--- src/hdl/sbag_pkg.sv ---
// Shared types, widths and codes for the spanning block address generator.
// Used by every module of the block; depends on nothing.
package sbag_pkg;

	// Field widths of the input and result beats.
	localparam int KIND_W = 2;
	localparam int UNIT_W = 32;
	localparam int CH_W = 7;
	localparam int LUN_W = 8;
	localparam int BLK_W = 16;
	localparam int PL_W = 2;
	localparam int PG_W = 16;
	localparam int SEC_W = 4;
	localparam int MODE_W = 2;
	localparam int BUF_W = 38;

	// Configuration register widths.
	localparam int CCNT_W = 8;
	localparam int LCNT_W = 9;
	localparam int NPL_W = 3;
	localparam int PGCNT_W = 17;
	localparam int NSEC_W = 5;
	localparam int RUN_W = 7;
	localparam int CFG_IDX_W = 3;
	localparam int CFG_DATA_W = 17;

	// Register indexes of the configuration port.
	localparam logic [CFG_IDX_W-1:0] REG_FIRST_CHANNEL = 3'd0;
	localparam logic [CFG_IDX_W-1:0] REG_CHANNEL_COUNT = 3'd1;
	localparam logic [CFG_IDX_W-1:0] REG_FIRST_LUN = 3'd2;
	localparam logic [CFG_IDX_W-1:0] REG_LUN_COUNT = 3'd3;
	localparam logic [CFG_IDX_W-1:0] REG_BLOCK_NUMBER = 3'd4;
	localparam logic [CFG_IDX_W-1:0] REG_PLANE_COUNT = 3'd5;
	localparam logic [CFG_IDX_W-1:0] REG_PAGE_COUNT = 3'd6;
	localparam logic [CFG_IDX_W-1:0] REG_SECTOR_COUNT = 3'd7;

	// Operation codes.
	localparam logic [KIND_W-1:0] OP_ERASE = 2'd0;
	localparam logic [KIND_W-1:0] OP_WRITE = 2'd1;
	localparam logic [KIND_W-1:0] OP_READ = 2'd2;
	localparam logic [KIND_W-1:0] OP_UNUSED = 2'd3;

	// Plane mode codes.
	localparam logic [MODE_W-1:0] MODE_SINGLE = 2'd0;
	localparam logic [MODE_W-1:0] MODE_DUAL = 2'd1;
	localparam logic [MODE_W-1:0] MODE_QUAD = 2'd2;

	// Register values after reset.
	localparam logic [CH_W-1:0] RST_FIRST_CHANNEL = 7'd0;
	localparam logic [CCNT_W-1:0] RST_CHANNEL_COUNT = 8'd1;
	localparam logic [LUN_W-1:0] RST_FIRST_LUN = 8'd0;
	localparam logic [LCNT_W-1:0] RST_LUN_COUNT = 9'd1;
	localparam logic [BLK_W-1:0] RST_BLOCK_NUMBER = 16'd0;
	localparam logic [NPL_W-1:0] RST_PLANE_COUNT = 3'd1;
	localparam logic [PGCNT_W-1:0] RST_PAGE_COUNT = 17'd256;
	localparam logic [NSEC_W-1:0] RST_SECTOR_COUNT = 5'd4;

	// Iterative divider: quotient bits resolved per cycle and cycle count.
	localparam int DIV_DEND_W = 32;
	localparam int DIV_DSOR_W = 17;
	localparam int DIV_BITS_PER_STEP = 8;
	localparam int DIV_STEPS = DIV_DEND_W / DIV_BITS_PER_STEP;
	localparam int DIV_CNT_W = $clog2(DIV_STEPS);

	// Default depth of the queue between front and back.
	localparam int QUEUE_DEPTH_DEF = 4;

	typedef struct packed {
		logic [CH_W-1:0]    first_channel;
		logic [CCNT_W-1:0]  channel_count;
		logic [LUN_W-1:0]   first_lun;
		logic [LCNT_W-1:0]  lun_count;
		logic [BLK_W-1:0]   block_number;
		logic [NPL_W-1:0]   plane_count;
		logic [PGCNT_W-1:0] page_count;
		logic [NSEC_W-1:0]  sector_count;
	} cfg_t;

	// One classified item, ready to be expanded into addresses.
	typedef struct packed {
		logic [KIND_W-1:0] op;
		logic              err;
		logic              count_buf;
		logic [CH_W-1:0]   ch;
		logic [LUN_W-1:0]  lun;
		logic [BLK_W-1:0]  blk;
		logic [MODE_W-1:0] mode;
		logic [PG_W-1:0]   page;
		logic [BUF_W-1:0]  base;
		logic [NPL_W-1:0]  nplanes;
		logic [NSEC_W-1:0] nsectors;
	} job_t;

	typedef struct packed {
		logic                  start;
		logic [DIV_DEND_W-1:0] dividend;
		logic [DIV_DSOR_W-1:0] divisor;
	} div_req_t;

	typedef struct packed {
		logic                  done;
		logic [DIV_DEND_W-1:0] quotient;
		logic [DIV_DSOR_W-1:0] remainder;
	} div_rsp_t;

endpackage

--- src/hdl/sbag_div.sv ---
// Multi-cycle unsigned divider, several restoring steps per cycle.
// Depends on sbag_pkg for widths and the request and response structs.
module sbag_div
	import sbag_pkg::*;
(
	input  logic     clk,
	input  logic     arst_n,
	input  div_req_t req,
	output div_rsp_t rsp
);

	logic                  busy_q;
	logic                  done_q;
	logic [DIV_CNT_W-1:0]  cnt_q;
	logic [DIV_DEND_W-1:0] quo_q;
	logic [DIV_DSOR_W-1:0] rem_q;
	logic [DIV_DSOR_W-1:0] dsor_q;
	logic [DIV_DEND_W-1:0] quo_nxt;
	logic [DIV_DSOR_W-1:0] rem_nxt;

	// The dividend shifts out of the top of quo_q while quotient bits enter at the bottom.
	always_comb begin
		logic [DIV_DSOR_W:0]   r;
		logic [DIV_DEND_W-1:0] qv;
		r = {1'b0, rem_q};
		qv = quo_q;
		for (int k = 0; k < DIV_BITS_PER_STEP; k++) begin
			r = {r[DIV_DSOR_W-1:0], qv[DIV_DEND_W-1]};
			qv = {qv[DIV_DEND_W-2:0], 1'b0};
			if (r >= {1'b0, dsor_q}) begin
				r = r - {1'b0, dsor_q};
				qv[0] = 1'b1;
			end
		end
		rem_nxt = r[DIV_DSOR_W-1:0];
		quo_nxt = qv;
	end

	always_ff @(posedge clk or negedge arst_n) begin
		if (!arst_n) begin
			busy_q <= 1'b0;
			done_q <= 1'b0;
			cnt_q <= '0;
		end else begin
			done_q <= 1'b0;
			if (req.start) begin
				busy_q <= 1'b1;
				cnt_q <= '0;
			end else if (busy_q) begin
				cnt_q <= cnt_q + 1'b1;
				if (cnt_q == DIV_CNT_W'(DIV_STEPS - 1)) begin
					busy_q <= 1'b0;
					done_q <= 1'b1;
				end
			end
		end
	end

	always_ff @(posedge clk) begin
		if (req.start) begin
			quo_q <= req.dividend;
			rem_q <= '0;
			dsor_q <= req.divisor;
		end else if (busy_q) begin
			quo_q <= quo_nxt;
			rem_q <= rem_nxt;
		end
	end

	assign rsp.done = done_q;
	assign rsp.quotient = quo_q;
	assign rsp.remainder = rem_q;

endmodule

--- src/hdl/sbag_front.sv ---
// Front end: takes input beats, checks the span and geometry, and splits the
// unit index with the shared divider. Depends on sbag_pkg and sbag_div.
module sbag_front
	import sbag_pkg::*;
(
	input  logic              clk,
	input  logic              arst_n,
	input  logic              in_valid,
	output logic              in_ready,
	input  logic [KIND_W-1:0] kind,
	input  logic [UNIT_W-1:0] unit_index,
	input  cfg_t              cfg,
	output job_t              push_job,
	output logic              push_valid,
	input  logic              push_ready
);

	typedef enum logic [5:0] {
		S_IDLE = 6'b000001,
		S_DIVE = 6'b000010,
		S_DIVA = 6'b000100,
		S_DIVB = 6'b001000,
		S_DIVC = 6'b010000,
		S_PUSH = 6'b100000
	} front_state_t;

	front_state_t state_q;
	front_state_t state_nxt;

	logic              hold_valid_q;
	logic [KIND_W-1:0] hold_kind_q;
	logic [UNIT_W-1:0] hold_unit_q;

	logic [KIND_W-1:0] op_q;
	logic              err_q;
	logic [CH_W-1:0]   ch_q;
	logic [LUN_W-1:0]  lun_q;
	logic [PG_W-1:0]   page_q;
	logic [BUF_W-1:0]  base_q;

	div_req_t div_req;
	div_rsp_t div_rsp;

	logic                        take;
	logic                        span_bad;
	logic                        geo_bad;
	logic                        erase_oob;
	logic                        bad;
	logic [CCNT_W+LCNT_W-1:0]    pair_total;
	logic [CCNT_W+NSEC_W-1:0]    run_len;
	logic [UNIT_W+RUN_W-1:0]     base_prod;
	logic [MODE_W-1:0]           mode;

	sbag_div u_div (
		.clk    (clk),
		.arst_n (arst_n),
		.req    (div_req),
		.rsp    (div_rsp)
	);

	assign in_ready = !hold_valid_q;
	assign take = (state_q == S_IDLE) && hold_valid_q;

	// Span and geometry checks; a failure turns any item into one error beat.
	assign span_bad = (cfg.channel_count == '0) || (cfg.lun_count == '0) ||
		(({2'b0, cfg.first_channel} + {1'b0, cfg.channel_count}) > 9'd128) ||
		(({2'b0, cfg.first_lun} + {1'b0, cfg.lun_count}) > 10'd256);
	assign geo_bad = (cfg.plane_count == '0) || (cfg.plane_count > 3'd4) ||
		(cfg.sector_count == '0) || (cfg.sector_count > 5'd16) ||
		(cfg.page_count == '0) || (cfg.page_count > 17'd65536);

	assign pair_total = {{LCNT_W{1'b0}}, cfg.channel_count} *
		{{CCNT_W{1'b0}}, cfg.lun_count};
	assign erase_oob = hold_unit_q >= {{(UNIT_W-CCNT_W-LCNT_W){1'b0}}, pair_total};
	assign bad = (hold_kind_q == OP_UNUSED) || span_bad || geo_bad ||
		((hold_kind_q == OP_ERASE) && erase_oob);

	// Run length is at most 64 once the geometry check passes.
	assign run_len = {{(CCNT_W+NSEC_W-NPL_W){1'b0}}, cfg.plane_count} *
		{{CCNT_W{1'b0}}, cfg.sector_count};
	assign base_prod = {{RUN_W{1'b0}}, hold_unit_q} *
		{{UNIT_W{1'b0}}, run_len[RUN_W-1:0]};

	assign mode = (cfg.plane_count == 3'd4) ? MODE_QUAD :
		((cfg.plane_count == 3'd2) ? MODE_DUAL : MODE_SINGLE);

	always_comb begin
		state_nxt = state_q;
		div_req.start = 1'b0;
		div_req.dividend = hold_unit_q;
		div_req.divisor = {{(DIV_DSOR_W-LCNT_W){1'b0}}, cfg.lun_count};
		case (state_q)
			S_IDLE: begin
				if (take) begin
					if (bad) begin
						state_nxt = S_PUSH;
					end else if (hold_kind_q == OP_ERASE) begin
						div_req.start = 1'b1;
						state_nxt = S_DIVE;
					end else begin
						div_req.start = 1'b1;
						div_req.divisor = {{(DIV_DSOR_W-CCNT_W){1'b0}}, cfg.channel_count};
						state_nxt = S_DIVA;
					end
				end
			end
			S_DIVE: begin
				if (div_rsp.done) begin
					state_nxt = S_PUSH;
				end
			end
			S_DIVA: begin
				div_req.dividend = div_rsp.quotient;
				if (div_rsp.done) begin
					div_req.start = 1'b1;
					state_nxt = S_DIVB;
				end
			end
			S_DIVB: begin
				div_req.dividend = div_rsp.quotient;
				div_req.divisor = cfg.page_count;
				if (div_rsp.done) begin
					div_req.start = 1'b1;
					state_nxt = S_DIVC;
				end
			end
			S_DIVC: begin
				if (div_rsp.done) begin
					state_nxt = S_PUSH;
				end
			end
			S_PUSH: begin
				if (push_ready) begin
					state_nxt = S_IDLE;
				end
			end
			default: begin
				state_nxt = S_IDLE;
			end
		endcase
	end

	always_ff @(posedge clk or negedge arst_n) begin
		if (!arst_n) begin
			state_q <= S_IDLE;
			hold_valid_q <= 1'b0;
		end else begin
			state_q <= state_nxt;
			if (in_valid && in_ready) begin
				hold_valid_q <= 1'b1;
			end else if (take) begin
				hold_valid_q <= 1'b0;
			end
		end
	end

	always_ff @(posedge clk) begin
		if (in_valid && in_ready) begin
			hold_kind_q <= kind;
			hold_unit_q <= unit_index;
		end
		if (take) begin
			op_q <= hold_kind_q;
			err_q <= bad;
			page_q <= '0;
			base_q <= (hold_kind_q == OP_ERASE) ? '0 : base_prod[BUF_W-1:0];
		end
		if (div_rsp.done) begin
			case (state_q)
				S_DIVE: begin
					ch_q <= cfg.first_channel + div_rsp.quotient[CH_W-1:0];
					lun_q <= cfg.first_lun + div_rsp.remainder[LUN_W-1:0];
				end
				S_DIVA: begin
					ch_q <= cfg.first_channel + div_rsp.remainder[CH_W-1:0];
				end
				S_DIVB: begin
					lun_q <= cfg.first_lun + div_rsp.remainder[LUN_W-1:0];
				end
				S_DIVC: begin
					page_q <= div_rsp.remainder[PG_W-1:0];
				end
				default: begin
				end
			endcase
		end
	end

	// An error job expands to a single beat with only the operation, last and error flag set.
	always_comb begin
		push_valid = (state_q == S_PUSH);
		push_job.op = op_q;
		push_job.err = err_q;
		if (err_q) begin
			push_job.count_buf = 1'b0;
			push_job.ch = '0;
			push_job.lun = '0;
			push_job.blk = '0;
			push_job.mode = MODE_SINGLE;
			push_job.page = '0;
			push_job.base = '0;
			push_job.nplanes = NPL_W'(1);
			push_job.nsectors = NSEC_W'(1);
		end else begin
			push_job.count_buf = (op_q != OP_ERASE);
			push_job.ch = ch_q;
			push_job.lun = lun_q;
			push_job.blk = cfg.block_number;
			push_job.mode = mode;
			push_job.page = page_q;
			push_job.base = base_q;
			push_job.nplanes = cfg.plane_count;
			push_job.nsectors = (op_q == OP_ERASE) ? NSEC_W'(1) : cfg.sector_count;
		end
	end

endmodule

--- src/hdl/sbag_queue.sv ---
// Short register queue of classified jobs between front and back.
// Depends on sbag_pkg for the job struct.
module sbag_queue
	import sbag_pkg::*;
#(
	parameter int DEPTH = QUEUE_DEPTH_DEF
) (
	input  logic clk,
	input  logic arst_n,
	input  job_t wr_data,
	input  logic wr_valid,
	output logic wr_ready,
	output job_t rd_data,
	output logic rd_valid,
	input  logic rd_ready
);

	localparam int PTR_W = $clog2(DEPTH);
	localparam int CNT_W = $clog2(DEPTH + 1);

	job_t             slot_q [DEPTH];
	logic [PTR_W-1:0] wr_ptr_q;
	logic [PTR_W-1:0] rd_ptr_q;
	logic [CNT_W-1:0] cnt_q;
	logic             push;
	logic             pop;

	assign wr_ready = (cnt_q != CNT_W'(DEPTH));
	assign rd_valid = (cnt_q != '0);
	assign rd_data = slot_q[rd_ptr_q];
	assign push = wr_valid && wr_ready;
	assign pop = rd_valid && rd_ready;

	always_ff @(posedge clk or negedge arst_n) begin
		if (!arst_n) begin
			wr_ptr_q <= '0;
			rd_ptr_q <= '0;
			cnt_q <= '0;
		end else begin
			if (push) begin
				wr_ptr_q <= (wr_ptr_q == PTR_W'(DEPTH - 1)) ? '0 : wr_ptr_q + 1'b1;
			end
			if (pop) begin
				rd_ptr_q <= (rd_ptr_q == PTR_W'(DEPTH - 1)) ? '0 : rd_ptr_q + 1'b1;
			end
			if (push && !pop) begin
				cnt_q <= cnt_q + 1'b1;
			end else if (pop && !push) begin
				cnt_q <= cnt_q - 1'b1;
			end
		end
	end

	always_ff @(posedge clk) begin
		if (push) begin
			slot_q[wr_ptr_q] <= wr_data;
		end
	end

endmodule

--- src/hdl/sbag_back.sv ---
// Back end: expands one job into its run of addresses, one beat per cycle
// unless the receiver stalls, via an output register. Uses sbag_pkg's job struct.
module sbag_back
	import sbag_pkg::*;
(
	input  logic              clk,
	input  logic              arst_n,
	input  job_t              job,
	input  logic              job_valid,
	output logic              job_ready,
	output logic              out_valid,
	input  logic              out_ready,
	output logic [KIND_W-1:0] operation,
	output logic [CH_W-1:0]   channel,
	output logic [LUN_W-1:0]  lun,
	output logic [BLK_W-1:0]  block,
	output logic [PL_W-1:0]   plane,
	output logic [PG_W-1:0]   page,
	output logic [SEC_W-1:0]  sector,
	output logic [MODE_W-1:0] plane_mode,
	output logic [BUF_W-1:0]  buffer_sector,
	output logic              last,
	output logic              error
);

	job_t              cur_q;
	logic              active_q;
	logic [PL_W-1:0]   plane_q;
	logic [SEC_W-1:0]  sector_q;
	logic [BUF_W-1:0]  buf_q;
	logic              out_valid_q;

	logic [NPL_W-1:0]  plane_lim;
	logic [NSEC_W-1:0] sector_lim;
	logic              sector_end;
	logic              cur_last;
	logic              out_load;
	logic              next_job;

	assign plane_lim = cur_q.nplanes - NPL_W'(1);
	assign sector_lim = cur_q.nsectors - NSEC_W'(1);
	assign sector_end = (sector_q == sector_lim[SEC_W-1:0]);
	assign cur_last = sector_end && (plane_q == plane_lim[PL_W-1:0]);

	assign out_load = active_q && (!out_valid_q || out_ready);
	assign next_job = !active_q || (out_load && cur_last);
	assign job_ready = next_job;
	assign out_valid = out_valid_q;

	always_ff @(posedge clk or negedge arst_n) begin
		if (!arst_n) begin
			active_q <= 1'b0;
			out_valid_q <= 1'b0;
		end else begin
			if (next_job) begin
				active_q <= job_valid;
			end
			if (out_load) begin
				out_valid_q <= 1'b1;
			end else if (out_ready) begin
				out_valid_q <= 1'b0;
			end
		end
	end

	always_ff @(posedge clk) begin
		if (next_job && job_valid) begin
			cur_q <= job;
			plane_q <= '0;
			sector_q <= '0;
			buf_q <= job.base;
		end else if (out_load) begin
			if (sector_end) begin
				sector_q <= '0;
				plane_q <= plane_q + 1'b1;
			end else begin
				sector_q <= sector_q + 1'b1;
			end
			if (cur_q.count_buf) begin
				buf_q <= buf_q + 1'b1;
			end
		end
		if (out_load) begin
			operation <= cur_q.op;
			channel <= cur_q.ch;
			lun <= cur_q.lun;
			block <= cur_q.blk;
			plane <= plane_q;
			page <= cur_q.page;
			sector <= sector_q;
			plane_mode <= cur_q.mode;
			buffer_sector <= buf_q;
			last <= cur_last;
			error <= cur_q.err;
		end
	end

endmodule

--- src/hdl/spanning_block_address_generator.sv ---
// Spanning block address generator: turns erase, write and read items into
// a run of physical flash addresses over a span of channels and dies.
//
// Input channel (in_valid/in_ready, kind, unit_index) takes one item per beat.
// Output channel (out_valid/out_ready and the address fields) gives one
// address per beat; last marks the final beat of an item's run and error
// marks the single beat that stands for a rejected item.
// The configuration port (cfg_we, cfg_index, cfg_data) writes one register
// per cycle and is to be used only while the block holds no item.
//
// The front end splits the unit index with one shared divider that
// resolves eight quotient bits per cycle: one division for an erase, three
// for a read or write and none for a rejected item. The back end then
// emits planes times sectors beats for a read or write, planes beats for
// an erase and one for a rejected item, one per cycle while the receiver
// is ready. A job queue lets the front work on the next item while the
// back emits. Reset clears all control state and loads the register
// defaults. When the receiver stalls, the output register holds its beat,
// the queue fills and in_ready falls once the front has nowhere to put
// its next job.
module spanning_block_address_generator
	import sbag_pkg::*;
#(
	parameter int QUEUE_DEPTH = QUEUE_DEPTH_DEF
) (
	input  logic                  clk,
	input  logic                  arst_n,
	input  logic                  cfg_we,
	input  logic [CFG_IDX_W-1:0]  cfg_index,
	input  logic [CFG_DATA_W-1:0] cfg_data,
	input  logic                  in_valid,
	output logic                  in_ready,
	input  logic [KIND_W-1:0]     kind,
	input  logic [UNIT_W-1:0]     unit_index,
	output logic                  out_valid,
	input  logic                  out_ready,
	output logic [KIND_W-1:0]     operation,
	output logic [CH_W-1:0]       channel,
	output logic [LUN_W-1:0]      lun,
	output logic [BLK_W-1:0]      block,
	output logic [PL_W-1:0]       plane,
	output logic [PG_W-1:0]       page,
	output logic [SEC_W-1:0]      sector,
	output logic [MODE_W-1:0]     plane_mode,
	output logic [BUF_W-1:0]      buffer_sector,
	output logic                  last,
	output logic                  error
);

	cfg_t cfg_q;
	job_t push_job;
	logic push_valid;
	logic push_ready;
	job_t pop_job;
	logic pop_valid;
	logic pop_ready;

	// Configuration registers; each write keeps only the register's own width.
	always_ff @(posedge clk or negedge arst_n) begin
		if (!arst_n) begin
			cfg_q.first_channel <= RST_FIRST_CHANNEL;
			cfg_q.channel_count <= RST_CHANNEL_COUNT;
			cfg_q.first_lun <= RST_FIRST_LUN;
			cfg_q.lun_count <= RST_LUN_COUNT;
			cfg_q.block_number <= RST_BLOCK_NUMBER;
			cfg_q.plane_count <= RST_PLANE_COUNT;
			cfg_q.page_count <= RST_PAGE_COUNT;
			cfg_q.sector_count <= RST_SECTOR_COUNT;
		end else if (cfg_we) begin
			case (cfg_index)
				REG_FIRST_CHANNEL: cfg_q.first_channel <= cfg_data[CH_W-1:0];
				REG_CHANNEL_COUNT: cfg_q.channel_count <= cfg_data[CCNT_W-1:0];
				REG_FIRST_LUN:     cfg_q.first_lun <= cfg_data[LUN_W-1:0];
				REG_LUN_COUNT:     cfg_q.lun_count <= cfg_data[LCNT_W-1:0];
				REG_BLOCK_NUMBER:  cfg_q.block_number <= cfg_data[BLK_W-1:0];
				REG_PLANE_COUNT:   cfg_q.plane_count <= cfg_data[NPL_W-1:0];
				REG_PAGE_COUNT:    cfg_q.page_count <= cfg_data[PGCNT_W-1:0];
				REG_SECTOR_COUNT:  cfg_q.sector_count <= cfg_data[NSEC_W-1:0];
				default: begin
				end
			endcase
		end
	end

	sbag_front u_front (
		.clk        (clk),
		.arst_n     (arst_n),
		.in_valid   (in_valid),
		.in_ready   (in_ready),
		.kind       (kind),
		.unit_index (unit_index),
		.cfg        (cfg_q),
		.push_job   (push_job),
		.push_valid (push_valid),
		.push_ready (push_ready)
	);

	sbag_queue #(
		.DEPTH (QUEUE_DEPTH)
	) u_queue (
		.clk      (clk),
		.arst_n   (arst_n),
		.wr_data  (push_job),
		.wr_valid (push_valid),
		.wr_ready (push_ready),
		.rd_data  (pop_job),
		.rd_valid (pop_valid),
		.rd_ready (pop_ready)
	);

	sbag_back u_back (
		.clk           (clk),
		.arst_n        (arst_n),
		.job           (pop_job),
		.job_valid     (pop_valid),
		.job_ready     (pop_ready),
		.out_valid     (out_valid),
		.out_ready     (out_ready),
		.operation     (operation),
		.channel       (channel),
		.lun           (lun),
		.block         (block),
		.plane         (plane),
		.page          (page),
		.sector        (sector),
		.plane_mode    (plane_mode),
		.buffer_sector (buffer_sector),
		.last          (last),
		.error         (error)
	);

endmodule

--- config.mk ---
export PLATFORM = sky130hd
export DESIGN_NAME = spanning_block_address_generator
export DESIGN_NICKNAME = d
export VERILOG_FILES = /design/src/hdl/sbag_pkg.sv /design/src/hdl/sbag_div.sv /design/src/hdl/sbag_front.sv /design/src/hdl/sbag_queue.sv /design/src/hdl/sbag_back.sv /design/src/hdl/spanning_block_address_generator.sv
export SDC_FILE = /design/constraint.sdc
export NUM_CORES = 2
export LEC_CHECK = 0
export ABC_CLOCK_PERIOD_IN_PS = 26800
export BUFFER_PORTS_ARGS = -buffer_cell sky130_fd_sc_hd__buf_4
export CORE_ASPECT_RATIO = 1.4
export CORE_UTILIZATION = 40
export CTS_CLUSTER_SIZE = 25
export DETAILED_ROUTE_END_ITERATION = 10
export PLACE_DENSITY = 0.52
export SYNTH_ARGS = -nofsm -noshare
export SYNTH_HDL_FRONTEND = slang
export SYNTH_SLANG_ARGS = --single-unit
--- constraint.sdc ---
create_clock -name clk -period 26.8 [get_ports clk]
set_clock_uncertainty 0.2 [all_clocks]
set_input_delay 4.02 -clock clk [delete_from_list [all_inputs] [get_ports clk]]
set_output_delay 4.02 -clock clk [all_outputs]
set_load 0.02 [all_outputs]
==> flow_summary_export.csv <==
group,metric,value,unit
detailed_routing,drt_drc_violations_left,44,
placed_design,port-buffer-count,157,
detailed_routing,wirelength,134000,um
clock_network,tritoncts_num_sinks,853,
synth,most_instantiated_flip_flop_cell_in_the_synthesis_netlist,"edfxtp_1",
clock_network,tritoncts,"yes",
global_route,grt_antenna_before_repair,9,
timing,max_slew_violation_count,0,
clock_network,clk_transition_reported_paths,70,ps
synth,synth.net_count,4661,
detailed_routing,drt_first_pass_iters,10,
floorplanning,chipWidth,301,um
synth,post_synth_instance_area,50200,um2
detailed_routing,dr.first_iter.drc_count,1933,
floorplanning,number_of_primary_i_o_pins,158,
cells_and_area,layout_net_count,4818,
synth,synthesis.area_per_instance,12.2,um2
floorplanning,fp.dieH,421,um
floorplanning,start_util,40.4,%
floorplanning,placementRows,153,
timing,timing.final.crit_period,24840,ps
detailed_routing,detailroute.via_count,32000,
synth,ys.warnings.count,0,
placed_design,dp.final_hpwl,97400,um
detailed_routing,drtAntennaViolNets,0,
global_route,first_global_vias,32700,
timing,max_freq,0.0403,GHz
floorplanning,dieArea,127000,um2
synth,synth-edff-count,721,
cells_and_area,layout.cells.most_common,"edfxtp_1",
synth,yosys_register_bits,853,
cells_and_area,fillerInstances,11300,
flow_run,max_cap_violation_count,0,
global_route,gr-usage-all-layers,21.3,%
clock_network,clk_latency,700,ps
floorplanning,placeableCoreArea,124000,um2
clock_network,cts-buffers-inserted,84,
timing,timing.final.crit_share,92.7,%
timing,grt_setup_unrepaired,"false",
status,status,"complete, but fails checks",
clock_network,htreeDepth,3,
synth,postSynthCellCount,4105,
critical_path,worstSetupEndpointType,"flip-flop",
synth,seq_area_frac_synth,49.3,%
critical_path,critical_path.startpoint_type,"flip-flop",
cells_and_area,syn2layout_area_growth,12.2,%
cells_and_area,layout.cells.most_common_list,"edfxtp_1 (721), nand2_1 (439), inv_1 (302)",
worst_hold_path,path_class_of_the_lowest_slack_min_delay_path,"reg2reg",
critical_path,setup.worst_path.class,"reg2reg",
timing,total_negative_slack,0,ps
critical_path,critPathArrivalTime,25260,ps
timing,finalHoldViolCount,0,
detailed_routing,avgRoutedWirePerCell,22.5,um
critical_path,critical_path_fanout_max,28,
global_route,grt_max_degree,87,
global_route,grt_first_pass_wirelength,203000,um
synth,proportion_of_register_bits_with_asynchronous_set_or_reset_after_synthesis,10.9,%
timing,setup_viol_count_final,0,
cells_and_area,final_layout_size_suffix_gt1_share,15.3,%
timing,max_slew_margin,21.8,%
critical_path,critical_path.slowest_cell,"edfxtp_1",
placed_design,place.gp.congestion,0.918,
detailed_routing,post_drt_via_cell_ratio,5.37,
critical_path,timing.critical_path.slowest_cell_delay,640,ps
timing,tightestPinTransition,1170,ps
clock_network,cts_buffer_depth,3,
synth,netlist_cell_types,90,
clock_network,cts_root_buffer,"clkbuf_16",
global_route,globalRoute.totalOverflow,0,
critical_path,cp_data_required_time,27220,ps
status,failed_checks,"DRC",
## synth_stat cells (all sizes together), types with 54 or more instances
library cell    n  area, um2
a21o           74        556
a21oi         141        706
and2          100        626
and3           62        388
clkbuf        130        489
dfrtp          87       2180
edfxtp        721      21700
fa            207       4140
ha            290       3630
inv           304       1140
mux2          153       1730
mux4           97       2180
nand2         441       1660
nand3          54        275
nor2          182        691
nor2b         122        763
nor3           61        315
o21ai         190        951
xnor2         134       1170
xor2           85        744
## worst paths after layout
| path | slack (ps) | startpoint | end | cells after the start |
|---|---|---|---|---|
| setup / recovery | 1960 | u_front.u_div.dsor_q[0] | u_front.u_div.rem_q[0] | 94 |
| hold / removal | 200 | u_back.cur_q[56] | u_back.page[10] | 0 |
| setup reg to reg | 1960 | u_front.u_div.dsor_q[0] | u_front.u_div.rem_q[0] | 94 |
| hold reg to reg | 200 | u_back.cur_q[56] | u_back.page[10] | 0 |
| max in group asynchronous | 22010 | arst_n | cfg_q[0] | 2 |
| min in group asynchronous | 3130 | arst_n | cfg_q[18] | 1 |
## registers in the layout, summed over array words and instances (netlist names), 6 cells and up
name and count:
u_front.page_q 16, u_back.cur_q 59, u_back.page 16, u_front.ch_q 7, u_front.u_div.quo_q 32, u_front.u_div.dsor_q 17
u_back.buffer_sector 38, u_back.buf_q 38, u_front.state_q 6, u_back.lun 8, u_back.block 16, u_back.channel 7
u_queue.slot_q 388, u_front.u_div.rem_q 17, cfg_q 73, u_front.hold_unit_q 32, u_front.base_q 38, u_front.lun_q 8
## metrics by stage
step                setup WS, ps  cells  area [um2]  hold slack [ps]  util (%)
finish                      1960   5961       56300              201      45.3
global route                77.7   5959       56300              199      45.3
CTS                         1080   5952       56200              195      45.3
detailed placement          1190   5796       53400              205      43.0
global placement            1660   5796       53400              201      43.0
floorplan                   5350   4105       50200              200         -
## metal layers
layer	track usage (%)	routed length, um	up-vias
met5	0	21	-
met4	7.93	4810	4
met3	3.31	5860	212
met2	35.7	65600	663
met1	27.6	57600	16100
li1	-	-	15100
## layout make-up
cell class	count	area, um2	area share [%]
Antenna cell	2	5.00	0.00888
Clock buffer	107	2230	3.96
Clock inverter	49	616	1.09
Inverter	306	1160	2.05
Multi-Input combinational cell	2794	23800	42.3
Sequential cell	853	24800	44.0
Tap cell	1627	2040	3.61
Timing Repair Buffer	223	1670	2.97
## critical path, delay by kind of cell (launching register included)
kind,cells,cell delay (ps)
flops,1,640
simple gates,14,3390
mux,7,2180
buf+inv,3,660
compound gates,61,14460
fa+ha+maj,9,3150
## logic make-up after synthesis
kind of cell,after synthesis,synth area share [%]
xor+xnor,219,3.82
compound gates,618,7.96
buf+inv,459,3.51
flops,853,49.3
simple gates,1180,11.5
fa+ha+maj,497,15.5
mux,279,8.39
## timing repair
item	4_1_cts	5_1_grt
gates resized for setup	0	6
hold buffers	0	0
buffers inserted	0	6
setup endpoints to repair	0	18
hold endpoints to repair	0	0
Power is left out: the tool's default activity adds up to more than one toggle a clock period on the data nets, which glitch-free logic cannot reach.
